`src/rtl/pesb_pkg.sv`:
```
// Shared types, codes and constants for the polygon edge span builder.
package pesb_pkg;

    localparam int ROWS_DEF   = 128;
    localparam int ROW_W      = 7;
    localparam int X_W        = 16;
    localparam int ACC_W      = 40;
    localparam int QUO_W      = 32;
    localparam int Q_DEPTH    = 2;
    localparam int IN_DATA_W  = 72;
    localparam int OUT_DATA_W = 136;

    localparam logic [1:0] KIND_CLEAR  = 2'd0;
    localparam logic [1:0] KIND_EDGE   = 2'd1;
    localparam logic [1:0] KIND_READ   = 2'd2;
    localparam logic [1:0] KIND_UNUSED = 2'd3;

    localparam logic REPORT_EDGE = 1'b0;
    localparam logic REPORT_ROW  = 1'b1;

    localparam logic CFG_TOP    = 1'b0;
    localparam logic CFG_BOTTOM = 1'b1;

    localparam logic [ROW_W-1:0] WIN_TOP_RST = 7'd0;
    localparam logic [ROW_W-1:0] WIN_BOT_RST = 7'd127;

    localparam logic signed [X_W-1:0] X_MAX = 16'sh7fff;
    localparam logic signed [X_W-1:0] X_MIN = 16'sh8000;

    typedef enum logic [3:0] {
        ST_INIT,
        ST_IDLE,
        ST_CLEAR,
        ST_READ,
        ST_READ_OUT,
        ST_DIV,
        ST_SLOPE,
        ST_CLIP_MUL,
        ST_CLIP_ADD,
        ST_ROWS,
        ST_FLUSH,
        ST_DONE
    } pesb_state_t;

    typedef struct packed {
        logic [1:0]              kind;
        logic signed [X_W-1:0]   ax;
        logic signed [X_W-1:0]   ay;
        logic signed [X_W-1:0]   bx;
        logic signed [X_W-1:0]   by;
        logic                    upward;
        logic                    horizontal;
        logic                    invisible;
        logic                    clip_top;
        logic [ROW_W-1:0]        first_row;
        logic [ROW_W-1:0]        last_row;
        logic [ROW_W-1:0]        row_select;
        logic [X_W-1:0]          clip_rows;
    } pesb_cmd_t;

    typedef struct packed {
        logic init_busy;
    } pesb_status_t;

endpackage

```
`src/rtl/pesb_queue.sv`:
```
// Short command queue between the input side and the span engine.
module pesb_queue
    import pesb_pkg::*;
(
    input  logic      clk,
    input  logic      rst_n,
    input  logic      push,
    input  pesb_cmd_t din,
    output logic      full,
    input  logic      pop,
    output logic      valid,
    output pesb_cmd_t dout
);

    localparam int PW = $clog2(Q_DEPTH);
    localparam int CW = $clog2(Q_DEPTH + 1);

    pesb_cmd_t     entry_reg [Q_DEPTH];
    logic [PW-1:0] wp_reg, rp_reg;
    logic [CW-1:0] cnt_reg;

    assign full  = (cnt_reg == CW'(Q_DEPTH));
    assign valid = (cnt_reg != '0);
    assign dout  = entry_reg[rp_reg];

    always_ff @(posedge clk)
    begin
        if (push)
        begin
            entry_reg[wp_reg] <= din;
        end
    end

    always_ff @(posedge clk or negedge rst_n)
    begin
        if (!rst_n)
        begin
            wp_reg  <= '0;
            rp_reg  <= '0;
            cnt_reg <= '0;
        end
        else
        begin
            if (push)
            begin
                wp_reg <= wp_reg + 1'b1;
            end
            if (pop)
            begin
                rp_reg <= rp_reg + 1'b1;
            end
            if (push && !pop)
            begin
                cnt_reg <= cnt_reg + 1'b1;
            end
            else if (pop && !push)
            begin
                cnt_reg <= cnt_reg - 1'b1;
            end
        end
    end

endmodule

```
`config.mk`:
```
export PLATFORM = sky130hd
export DESIGN_NAME = pesb_queue
export DESIGN_NICKNAME = d
export VERILOG_FILES = /design/src/rtl/pesb_pkg.sv /design/src/rtl/pesb_queue.sv
export SDC_FILE = /design/constraint.sdc
export NUM_CORES = 1
export LEC_CHECK = 0
export ABC_CLOCK_PERIOD_IN_PS = 7700
export BUFFER_PORTS_ARGS = -buffer_cell sky130_fd_sc_hd__buf_2
export CELL_PAD_IN_SITES_DETAIL_PLACEMENT = 1
export CELL_PAD_IN_SITES_GLOBAL_PLACEMENT = 1
export CORE_MARGIN = 3
export CORE_UTILIZATION = 38
export CTS_BUF_LIST = sky130_fd_sc_hd__clkbuf_8 sky130_fd_sc_hd__clkbuf_16
export DETAILED_ROUTE_END_ITERATION = 10
export GPL_ROUTABILITY_DRIVEN = 0
export PLACE_DENSITY = 0.77
export SYNTH_ARGS = -nofsm -noshare
export SYNTH_HDL_FRONTEND = slang
export SYNTH_SLANG_ARGS = --single-unit
```
`constraint.sdc`:
```
create_clock -name clk -period 7.7 [get_ports clk]
set_input_delay 0.385 -clock clk [delete_from_list [all_inputs] [get_ports clk]]
set_output_delay 0.385 -clock clk [all_outputs]
set_load 0.005 [all_outputs]
```
# Word level (Yosys, flattened, before mapping)
# Memory sizes are Yosys's and may differ from the RTL's.
# Index checks and enable logic that the tools add are counted.
op_classes:
  addsub: 4
  eq_ne: 1
  n_mux: 4
  n_reduce_logical: 6
op_table:
  columns: ["cell", "count"]
  rows:
  - ["$mux W2", 2]
  - ["$reduce_bool A2 Y1", 2]
  - ["$add A1 B1 Y1 const B", 2]
  - ["$add A2 B1 Y2 const B", 1]
  - ["$eq A2 B2 Y1 const B", 1]
  - ["$logic_and A1 B1 Y1", 2]
  - ["$logic_not A1 Y1", 2]
  - ["$mux W1", 2]
  - ["$sub A2 B1 Y2 const B", 1]
totals:
  register_bits: 4
  mem_bits_rw: 214
  inputBits: 111
  out_inout_bits: 109
  word_cells: 19
  mem_count: 1
mem_list:
  columns: ["memory", "words", "width", "rd", "rd_clocked_by_memory_dff", "write_ports", "line_no", "text"]
  rows:
  - ["entry_reg", 2, 107, 1, 0, 1, "pesb_queue.sv:18", "pesb_cmd_t entry_reg [Q_DEPTH];"]

# Depth between registers and ports, before layout
logic_depth:
  word_depth: 4
  depth_mapped: 5
  mapped_depth_nobuf: 5

# Worst setup path after synthesis
# OpenSTA, ideal clock, no wires.
synth_timing:
  path_kind: "register to register"
  startpoint: "reg wp_reg"
  endpoint: "mem entry_reg[0][0] (netlist name), enable pin"
  setup_time_ps: 587
  arrival_ps: 5136
  required_ps: 7113
  setup_slack_ps: 1977
  stages_incl_launch_ff: 2
  n_path_buf: 0
  period_less_slack_ps: 5723
  path_cell_list: "dfrtp_1 > nor2b_1"
synth_rtl:
  columns: ["element", "line_no", "text"]
  rows:
  - ["from (decl)", "pesb_queue.sv:19", "logic [PW-1:0] wp_reg, rp_reg;"]
  - ["from (signal assigned)", "pesb_queue.sv:46", "wp_reg <= wp_reg + 1'b1;"]
  - ["to (decl)", "pesb_queue.sv:18", null]
# Straight into the memory's write port.

==> run_results.csv <==
group,metric,value,unit
outcome,status,"finished clean",
clocking,cts_buffers,23,
routing,drtIter0Drc,173,
synthesis,seq_area_frac_synth,81.78,%
power,vdd_drop_max,0.0002592,V
min_path,hp-class,"in2reg",
worst_setup_path,rrSetupSlack,5.08,ns
layout,diodes,0,
layout,seq_area,6530,sq um
routing,vias,4040,
routing,routed_via_density,4.638,
global_routing,antenna_found_initial,2,
synthesis,ys_types,14,
floorplanning,fp.dieW,150.9,um
worst_setup_path,critPathMaxFanout,72,
clocking,h-tree-depth,1,
timing,final_max_slew_viol_count,0,
layout,final_nets,697,
timing,setup_viol_count_final,0,
place,place_hpwl,11130,um
timing,fin_setup_tns,0,ns
worst_setup_path,crit_chain,"buf_4, mux2_2, buf_2",
global_routing,grt_pass1_wl,23870,um
layout,final.fill_count,1953,
worst_setup_path,cpPeakStageDelay,0.83,ns
layout,multi_input_area,1375,sq um
worst_setup_path,endpoint_kind,"output port",
clocking,clk_latency,0.50,ns
synthesis,synth_nets,461,
timing,skew,0.007471,ns
flow_run,cap_violations,0,
synthesis,yosys_warnings,0,
timing,rsz0062_at_grt,"no",
synthesis,synth_area,7980,sq um
timing,relSlewSlack,28.15,%
worst_setup_path,start_kind,"flop",
floorplanning,num_rows,52,
worst_setup_path,crit_arrival,2.78,ns
clocking,cts_buffer_depth,3,
clocking,cts_tree,"built",
routing,antenna_left,0,
worst_setup_path,reg2reg_depth,2,
worst_setup_path,slowest_stage,"buf_4",
worst_setup_path,critPathRequiredTime,7.32,ns
timing,finalHoldViolCount,0,
clocking,postCtsSetupBuffers,0,
clocking,clkTransAtPathRegs,0.06,ns
routing,wl_per_cell,18.79,um
layout,largest_reg_flops,214,
floorplanning,io_pins,220,
clocking,cts-resized-gates,0,
global_routing,grt_pass1_vias,4462,
routing,routed_wl,16370,um
global_routing,grt_remaining_overflow,0,
global_routing,grt_max_degree,77,
layout,syn2layout_area_growth,25.90,%
layout,postLayoutCoreUtil,49.18,%
global_routing,grt_usage,13.53,%
floorplanning,dieArea,22780,sq um
timing,worstMarginPinSlew,1.078,ns
place,dpl.cell_count,829,
layout,fin_cells,871,
synthesis,syn_avg_cell_area,22.87,sq um
clocking,clkSinkCount,218,
power,p_leak,3.829,nW
timing,fin_crit,3.164,ns
timing,max_freq,316.1,MHz
clocking,cts_root_buffer,"clkbuf_16",
routing,drc,0,
power,power_density,354.7,nW/um^2
layout,layout-drive-gt1-share,60.73,%
place,io_buffers,219,
floorplanning,die_h,150.9,um
worst_setup_path,crit_type,"reg2out",
timing,finalCritPeriodShare,41.09,%
routing,firstDrtPassIters,4,
floorplanning,start_util,39.06,%
synthesis,synthCells,349,
timing,fin_hold_ws,0.07182,ns
min_path,holdPathStages,1,
floorplanning,fp.coreArea,20430,sq um
synthesis,ys_seq_elements,218,
[logic make-up (layout without fill, tap and decap cells)]
kind of cell,Yosys count,count (layout),synth area share [%]
adders and majority gates,1,1,0.1568
buffers and inverters,13,265,1.113
DFF,218,218,81.78
muxes,107,107,16.04
and+or+nand+nor,5,5,0.3606
xor gates and xnor gates,5,5,0.5487
[layout by cell type, fill, tap and decap left out, drive strengths merged]
| cell | instances |
|---|---|
| dfrtp | 4 |
| clkbuf | 23 |
| xnor2 | 1 |
| and2 | 1 |
| buf | 222 |
| dlygate4sd3 | 1 |
| nor2 | 1 |
| edfxtp | 214 |
| ha | 1 |
| or2 | 1 |
| clkinvlp | 1 |
| nor2b | 2 |
| mux2 | 107 |
| xor2 | 4 |
| clkinv | 15 |
| inv | 3 |
[layer usage]
layer / vias to the layer above / track usage [%] / share of wire, %
met5: - / 0 / 0.15
met1: 1982 / 15.44 / 38
met3: 27 / 3.920 / 8.1
met2: 170 / 24.80 / 52
met4: 4 / 3.626 / 1.7
li1: 1857 / - / -
[synth_stat cells, drive strengths merged]
master / instances / area [sq um]
xor2: 4 / 35.03
or2: 1 / 6.260
mux2: 107 / 1280
inv: 1 / 3.750
xnor2: 1 / 8.760
and2: 1 / 6.260
dfrtp: 4 / 100.1
buf: 12 / 85.08
nor2: 1 / 3.750
ha: 1 / 12.51
nor2b: 2 / 12.51
edfxtp: 214 / 6426
[repair_timing]
| action | in CTS | in global routing |
|---|---|---|
| endpoints found under the setup margin | 0 | 0 |
| endpoints found under the hold margin | 4 | 0 |
| hold buffers | 1 | 0 |
[stage by stage]
| stage | cell area (sq um) | setup slack (ns) | total power, mW |
|---|---|---|---|
| finish | 10050 | 4.536 | 3.564 |
| global route | 10050 | 4.386 | 3.754 |
| CTS | 10050 | 4.448 | 3.631 |
| detailed placement | 9365 | 4.937 | 2.644 |
| global placement | 9365 | 5.021 | 2.599 |
| floorplan | 7980 | 1.977 | 2.265 |
[where the power goes]
| group | switching [mW] | total (mW) | internal [mW] | leakage [nW] |
|---|---|---|---|---|
| combinational | 0.438 | 0.916 | 0.478 | 1.44 |
| sequential | 0.0956 | 1.68 | 1.58 | 2.05 |
| clock | 0.427 | 0.972 | 0.545 | 0.336 |
[worst paths after layout]
kind	end	start
max in group asynchronous	rp_reg$_DFFE_PN0P_	rst_n
min reg2reg	cnt_reg[1]$_DFFE_PN0P_	cnt_reg[1]$_DFFE_PN0P_
max reg2reg	entry_reg[0][66]$_DFFE_PP_	wp_reg$_DFFE_PN0P_
max	dout[54]	rp_reg$_DFFE_PN0P_
min in group asynchronous	cnt_reg[1]$_DFFE_PN0P_	rst_n
min	entry_reg[0][48]$_DFFE_PP_	din[48]
[critical path: cells and delay by family (launching register included)]
family / cells / cell delay, ns
flops: 1 / 0.75
buf+inv: 2 / 0.96
mux: 1 / 0.43
[layout make-up]
| type | instances | share of cell area [%] |
|---|---|---|
| Sequential cell | 218 | 64.99 |
| Tap cell | 270 | 3.362 |
| Inverter | 1 | 0.03736 |
| Timing Repair Buffer | 223 | 11.23 |
| Multi-Input combinational cell | 118 | 13.69 |
| Clock inverter | 18 | 0.9589 |
| Clock buffer | 23 | 5.729 |
Power figures use the tool's default switching activity.
