File: src/rtl/pesb_pkg.sv
// Shared types, codes and constants for the polygon edge span builder.
package pesb_pkg;

    localparam int ROWS_DEF   = 128;
    localparam int ROW_W      = 7;
    localparam int X_W        = 16;
    localparam int ACC_W      = 40;
    localparam int QUO_W      = 32;
    localparam int Q_DEPTH    = 2;
    localparam int IN_DATA_W  = 72;
    localparam int OUT_DATA_W = 136;

    localparam logic [1:0] KIND_CLEAR  = 2'd0;
    localparam logic [1:0] KIND_EDGE   = 2'd1;
    localparam logic [1:0] KIND_READ   = 2'd2;
    localparam logic [1:0] KIND_UNUSED = 2'd3;

    localparam logic REPORT_EDGE = 1'b0;
    localparam logic REPORT_ROW  = 1'b1;

    localparam logic CFG_TOP    = 1'b0;
    localparam logic CFG_BOTTOM = 1'b1;

    localparam logic [ROW_W-1:0] WIN_TOP_RST = 7'd0;
    localparam logic [ROW_W-1:0] WIN_BOT_RST = 7'd127;

    localparam logic signed [X_W-1:0] X_MAX = 16'sh7fff;
    localparam logic signed [X_W-1:0] X_MIN = 16'sh8000;

    typedef enum logic [3:0] {
        ST_INIT,
        ST_IDLE,
        ST_CLEAR,
        ST_READ,
        ST_READ_OUT,
        ST_DIV,
        ST_SLOPE,
        ST_CLIP_MUL,
        ST_CLIP_ADD,
        ST_ROWS,
        ST_FLUSH,
        ST_DONE
    } pesb_state_t;

    typedef struct packed {
        logic [1:0]              kind;
        logic signed [X_W-1:0]   ax;
        logic signed [X_W-1:0]   ay;
        logic signed [X_W-1:0]   bx;
        logic signed [X_W-1:0]   by;
        logic                    upward;
        logic                    horizontal;
        logic                    invisible;
        logic                    clip_top;
        logic [ROW_W-1:0]        first_row;
        logic [ROW_W-1:0]        last_row;
        logic [ROW_W-1:0]        row_select;
        logic [X_W-1:0]          clip_rows;
    } pesb_cmd_t;

    typedef struct packed {
        logic init_busy;
    } pesb_status_t;

endpackage

File: src/rtl/pesb_front.sv
// Input side: window registers, edge ordering and classification.
module pesb_front
    import pesb_pkg::*;
(
    input  logic                 clk,
    input  logic                 rst_n,
    input  logic                 cfg_we,
    input  logic                 cfg_index,
    input  logic [ROW_W-1:0]     cfg_data,
    input  logic                 s_tvalid,
    output logic                 s_tready,
    input  logic [IN_DATA_W-1:0] s_tdata,
    input  logic [1:0]           s_tuser,
    input  logic                 q_full,
    input  pesb_status_t         status,
    output logic                 push,
    output pesb_cmd_t            cmd
);

    logic [ROW_W-1:0]      win_top_reg;
    logic [ROW_W-1:0]      win_bot_reg;
    logic signed [X_W-1:0] ax0, ay0, bx0, by0;
    logic signed [X_W-1:0] wt_s, wb_s;
    logic                  swap;

    always_ff @(posedge clk or negedge rst_n)
    begin
        if (!rst_n)
        begin
            win_top_reg <= WIN_TOP_RST;
            win_bot_reg <= WIN_BOT_RST;
        end
        else if (cfg_we)
        begin
            case (cfg_index)
                CFG_TOP:    win_top_reg <= cfg_data;
                CFG_BOTTOM: win_bot_reg <= cfg_data;
                default:    win_top_reg <= win_top_reg;
            endcase
        end
    end

    assign s_tready = !q_full && !status.init_busy;
    assign push     = s_tvalid && s_tready;

    always_comb
    begin
        ax0  = $signed(s_tdata[15:0]);
        ay0  = $signed(s_tdata[31:16]);
        bx0  = $signed(s_tdata[47:32]);
        by0  = $signed(s_tdata[63:48]);
        wt_s = $signed({9'd0, win_top_reg});
        wb_s = $signed({9'd0, win_bot_reg});
        swap = ay0 > by0;

        cmd.kind       = s_tuser;
        cmd.ax         = swap ? bx0 : ax0;
        cmd.ay         = swap ? by0 : ay0;
        cmd.bx         = swap ? ax0 : bx0;
        cmd.by         = swap ? ay0 : by0;
        cmd.upward     = swap;
        cmd.horizontal = (cmd.ay == cmd.by);
        cmd.invisible  = (win_bot_reg < win_top_reg) || !(cmd.ay <= wb_s && wt_s <= cmd.by);
        cmd.clip_top   = cmd.ay < wt_s;
        cmd.first_row  = cmd.clip_top ? win_top_reg : cmd.ay[ROW_W-1:0];
        cmd.last_row   = (cmd.by > wb_s) ? win_bot_reg : cmd.by[ROW_W-1:0];
        cmd.row_select = s_tdata[70:64];
        cmd.clip_rows  = X_W'(wt_s - cmd.ay);
    end

endmodule

File: config.mk
export PLATFORM = sky130hd
export DESIGN_NAME = pesb_front
export DESIGN_NICKNAME = d
export VERILOG_FILES = /design/src/rtl/pesb_pkg.sv /design/src/rtl/pesb_front.sv
export SDC_FILE = /design/constraint.sdc
export NUM_CORES = 1
export LEC_CHECK = 0
export BUFFER_PORTS_ARGS = -buffer_cell sky130_fd_sc_hd__buf_2
export CAP_MARGIN = 25
export CORE_MARGIN = 2
export CORE_UTILIZATION = 30
export DETAILED_ROUTE_END_ITERATION = 12
export GPL_ROUTABILITY_DRIVEN = 0
export PLACE_DENSITY = 0.61
export SETUP_SLACK_MARGIN = 0.2
export SLEW_MARGIN = 20
export SYNTH_ARGS = -nofsm -noshare
export SYNTH_HDL_FRONTEND = slang
export SYNTH_SLANG_ARGS = --single-unit
File: constraint.sdc
create_clock -name clk -period 8.42 [get_ports clk]
set_input_delay 0 -clock clk [delete_from_list [all_inputs] [get_ports clk]]
set_output_delay 0 -clock clk [all_outputs]
set_load 0.005 [all_outputs]
# --- Word-level counts from Yosys, hierarchy flattened ---
# Index checks and enable logic that the tools add are counted.
# W data, S select, Z words.
word_totals:
  regBits: 14
  latch_bits: 0
  ramBits: 0
  mem_bits_ro: 0
  in_bits: 88
  out_inout_bits: 109
  wordCells: 26
  n_memories: 0
classes:
  addsub: 1
  multipliers: 0
  div: 0
  n_lt_le_gt_ge: 6
  eq_ne: 1
  n_shift: 0
  mux: 6
  n_bitwise: 1
  reduce_logical: 9
ops:
  columns: ["cell", "n"]
  rows:
  - ["$mux W16", 4]
  - ["$eq A16 B16 Y1", 1]
  - ["$gt A16 B16 Y1", 1]
  - ["$gt A16 B8 Y1", 1]
  - ["$le A16 B8 Y1", 1]
  - ["$le A8 B16 Y1", 1]
  - ["$lt A16 B8 Y1", 1]
  - ["$sub A8 B16 Y16", 1]
  - ["$mux W7", 2]
  - ["$lt A7 B7 Y1", 1]
  - ["$reduce_and A2 Y1", 2]
  - ["$logic_and A1 B1 Y1", 3]
  - ["$logic_not A1 Y1", 3]
  - ["$logic_or A1 B1 Y1", 1]
  - ["$not A1 Y1", 1]

# --- Logic depth before layout (Yosys ltp) ---
depth:
  word_depth: 6
  depth_mapped: 20

# --- Worst setup path after synthesis ---
# Ideal clock, no wire load.
synth_timing:
  path_kind: "input -> output"
  startpoint: "in s_tdata[59]"
  endpoint: "out cmd[30] in the netlist's numbering"
  arrival_ns: 3.848
  required_time_ns: 8.420
  setup_slack_ns: 4.572
  stages: 20
  path_cell_list: "inv_1 > ha_1 > nand2_1 > o41ai_2 > a2111oi_0 > a221oi_2 > buf_2 > buf_2 > mux2_2 > ha_1 > inv_1 > fa_1 > a21o_1 > a21oi_1 > o21ai_0 > a21o_1 > a21oi_1 > o21ai_2 > nand2_4 > mux2_4"
synth_rtl:
  columns: ["element", "line_no", "text"]
  rows:
  - ["start, declared", "pesb_front.sv:12", "input logic [IN_DATA_W-1:0] s_tdata,"]
  - ["end, declared", "pesb_front.sv:17", "output pesb_cmd_t cmd"]

==> results.ini <==
[outcome]
status = complete, but fails checks
violations = negative hold slack

[setup_path]
critical_path.max_fanout = 74
worst-path-stages = 20
timing.rr.end = win_bot_reg[0]$_DFFE_PN1P_
count_of_buffering_cells_on_the_critical_path_with_inverters_included = 7
critPathKind = input pin to output pin
cp_slowest_cell = buf_4
reg2reg_from = win_bot_reg[0]$_DFFE_PN1P_
critical-path-top-delay-family = compound AO/OA/AOI/OAI gates
crit_path_start = s_tdata[59]
critPathMostFrequentCell = inv_1
critical_path.cell_chain = buf_2 > inv_1 > ha_1 > nand2_1 > o41ai_2 > a2111oi_0 > a221oi_4 > buf_8 > buf_4 > mux2_2 > inv_1 > ha_1 > inv_1 > o21ai_0 > a21o_1 > a21oi_1 > o21ai_2 > nand2_4 > mux2_4 > buf_2
worst_setup_path_start_kind = input pin
ff2ff_path_depth = 1
worst-r2r-setup-slack_ns = 7.54
worst-endpoint-required_ns = 8.42
cp_capture_type = output pin
timing.critical_path.to = cmd[30]
critical_path_arrival_ns = 5.08
crit_path_max_incr_delay_ns = 0.61

[route]
finalWirelength_mm = 10.7
wl_per_cell_um = 15.0
via_count = 3563
post_drt_via_cell_ratio = 4.98
antenna_left = 0
drc = 0
drt-initial-drc-count = 146
drtPass1Iterations = 4

[die]
fp.dieH_um = 109
floorplan.initialDensity = 0.305
fp-row-count = 38
ios = 197
core_region_area_mm2 = 0.0107
die_width_um = 109
die_area_mm2 = 0.0118

[logic_synthesis]
synth_nets = 546
synth_area_mm2 = 0.00328
count_of_flip_flops_with_a_built_in_enable_after_synthesis = 0
seq_area_frac_synth = 0.110
ys_warn_count = 0
netlist_top_cells_area = mux2_2 19%, ha_1 18%, inv_1 6.3%, mux2i_1 5.8%, dfstp_2 5.6%
yosys_register_bits = 14
synthesis.instances = 409
post-synth-top-area-cell = mux2_2
cell_variety_after_synth = 52
yosysTopAreaCellShare = 0.189
postSynth.asyncResetShare = 1.00
synth_area_per_cell_um2 = 8.01
synth-main-ff-cell = dfstp_2

[sta]
hold_viol = 1
min_period_ns = 5.08
slew_headroom = 0.479
final_max_slew_viol_count = 0
grt_setup_unrepaired = false
postLayoutSetupSlackWorst_ns = 3.34
maxClockFrequency_mhz = 197
final.period_utilization = 0.604
final-setup-viol-count = 0
hold-worst-slack_ns = -0.00683
fin_skew_ns = 0
timing.setup.tns_ns = 0
tightest_slew_ns = 0.762

[placed_design]
placement.io_buffers = 177
dpl_cell_area_mm2 = 0.00420
place_hpwl_mm = 9.25
post-place-cells = 704
post-place-ws_ns = 3.05

[worst_hold_path]
worstHoldPathType = input pin to flip-flop

[layout]
layout.cells.most_common = buf_2
fin_nets = 714
flow.area_growth_from_synthesis_pct = 32.5
post_route_cells_drive_above_1_share = 0.446
stdcell_area_mm2 = 0.00434
antennaDiodeCount = 0
final-instance-count-excl-fill = 716
most-common-layout-cells = 177 x buf_2, 55 x inv_1, 55 x mux2_2, 48 x ha_1, 34 x nand2_1
final_util = 0.404

[global_route]
via_count_of_the_first_global_routing_pass = 3378
global_route.usage.met3 = 0.0145
grt_util_all_layers = 0.172
globalRouteMet2Util = 0.324
grt-busiest-layer = met2
grt_first_pass_wirelength_mm = 16.1
antenna_found_initial = 0
grt_use_met1 = 0.209
grt_max_degree = 75
global_route.overflow_total = 0

[power_and_ir_drop]
total_leakage_power_nw = 2.33
worst_ir_drop_vdd_v = 0.000134
power-per-cell-area_mw_per_mm2 = 129

[clock_network]
cts.repair.resized = 0
cts_setup_buffers = 0
clk_latency_ns = 0.25
cts.reportedPaths.clkPinSlew_ns = 0.06
clockBufferDepth = 2
cts.root.buffer_cell = clkbuf_8
cts.hold.buffers_added = 7
tritoncts_buffers = 3
cts_htree_levels = 1
tritoncts = built
clkSinkCount = 14

[flow_run]
max-cap-violations = 0

kinds of logic (layout without fill, tap and decap cells):
group,count (synthesis),in the layout,share of synthesized area
AND/OR/NAND/NOR,98,98,0.144
AO/OA/AOI/OAI,81,81,0.157
buffers and inverters,78,245,0.111
multiplexers,75,75,0.252
adder cells (fa/ha/maj),49,49,0.189
XOR/XNOR,14,14,0.0374
flip-flops,14,14,0.110
tightest hold or removal path, stage by stage:
cell and delay, ns:
buf_2 0.09, nand2_1 0.04, o21ai_0 0.07
final cells by class:
cell class                      instances  area [µm²]
Fill cell                            1090        6400
Multi-Input combinational cell        317        2570
Timing Repair Buffer                  186         978
Sequential cell                        14         359
Inverter                               55         206
Tap cell                              140         175
Clock buffer                            4        55.1
cell usage after synthesis (2+ instances only):
library cell / number
o21ai_0: 33
nor4_1: 2
nand3_1: 12
xnor2_1: 6
nor2_1: 20
o21ai_2: 2
nand2b_1: 2
mux2_2: 55
nand2_1: 34
dfstp_2: 7
a21oi_1: 18
mux2i_1: 19
and3_1: 4
nand4_1: 4
xor2_1: 8
o22ai_1: 2
nor2b_1: 4
buf_4: 15
o21ai_1: 3
buf_2: 5
dfrtp_1: 7
nor3_1: 8
ha_1: 48
clkbuf_1: 2
a211oi_1: 2
a21o_1: 7
inv_1: 55
worst min path at each step:
stage                start                          to  slack, ns  depth (start not counted)
6_report       cfg_data[4]  win_top_reg[4]$_DFFE_PN0P_     -0.007                          3
5_1_grt        s_tdata[70]                     cmd[22]   0.000009                          0
4_1_cts        s_tdata[66]                     cmd[18]    0.00004                          0
3_5_place_dp         rst_n  win_top_reg[3]$_DFFE_PN0P_      -0.08                          1
3_3_place_gp         rst_n  win_top_reg[3]$_DFFE_PN0P_      -0.09                          1
2_1_floorplan        rst_n  win_top_reg[0]$_DFFE_PN0P_      -0.30                          0
layer usage:
layer | wire, µm | vias to the layer above
met5 | 0 | -
met4 | 146 | 0
met3 | 703 | 12
met2 | 5330 | 138
met1 | 4550 | 1650
li1 | - | 1763
through the flow:
step | hold WS (ns) | power (mW)
floorplan | -0.296 | 0.341
global placement | -0.0913 | 0.481
detailed placement | -0.0805 | 0.488
CTS | 0.0000381 | 0.560
global route | 0.00000913 | 0.611
finish | -0.00683 | 0.559
power by group:
group	switching [mW]	total (mW)	internal [mW]
clock network	0.0254	0.0669	0.0415
registers	0.0112	0.0918	0.0806
logic	0.211	0.400	0.190
Note: power is estimated with default switching activity, not from simulation.
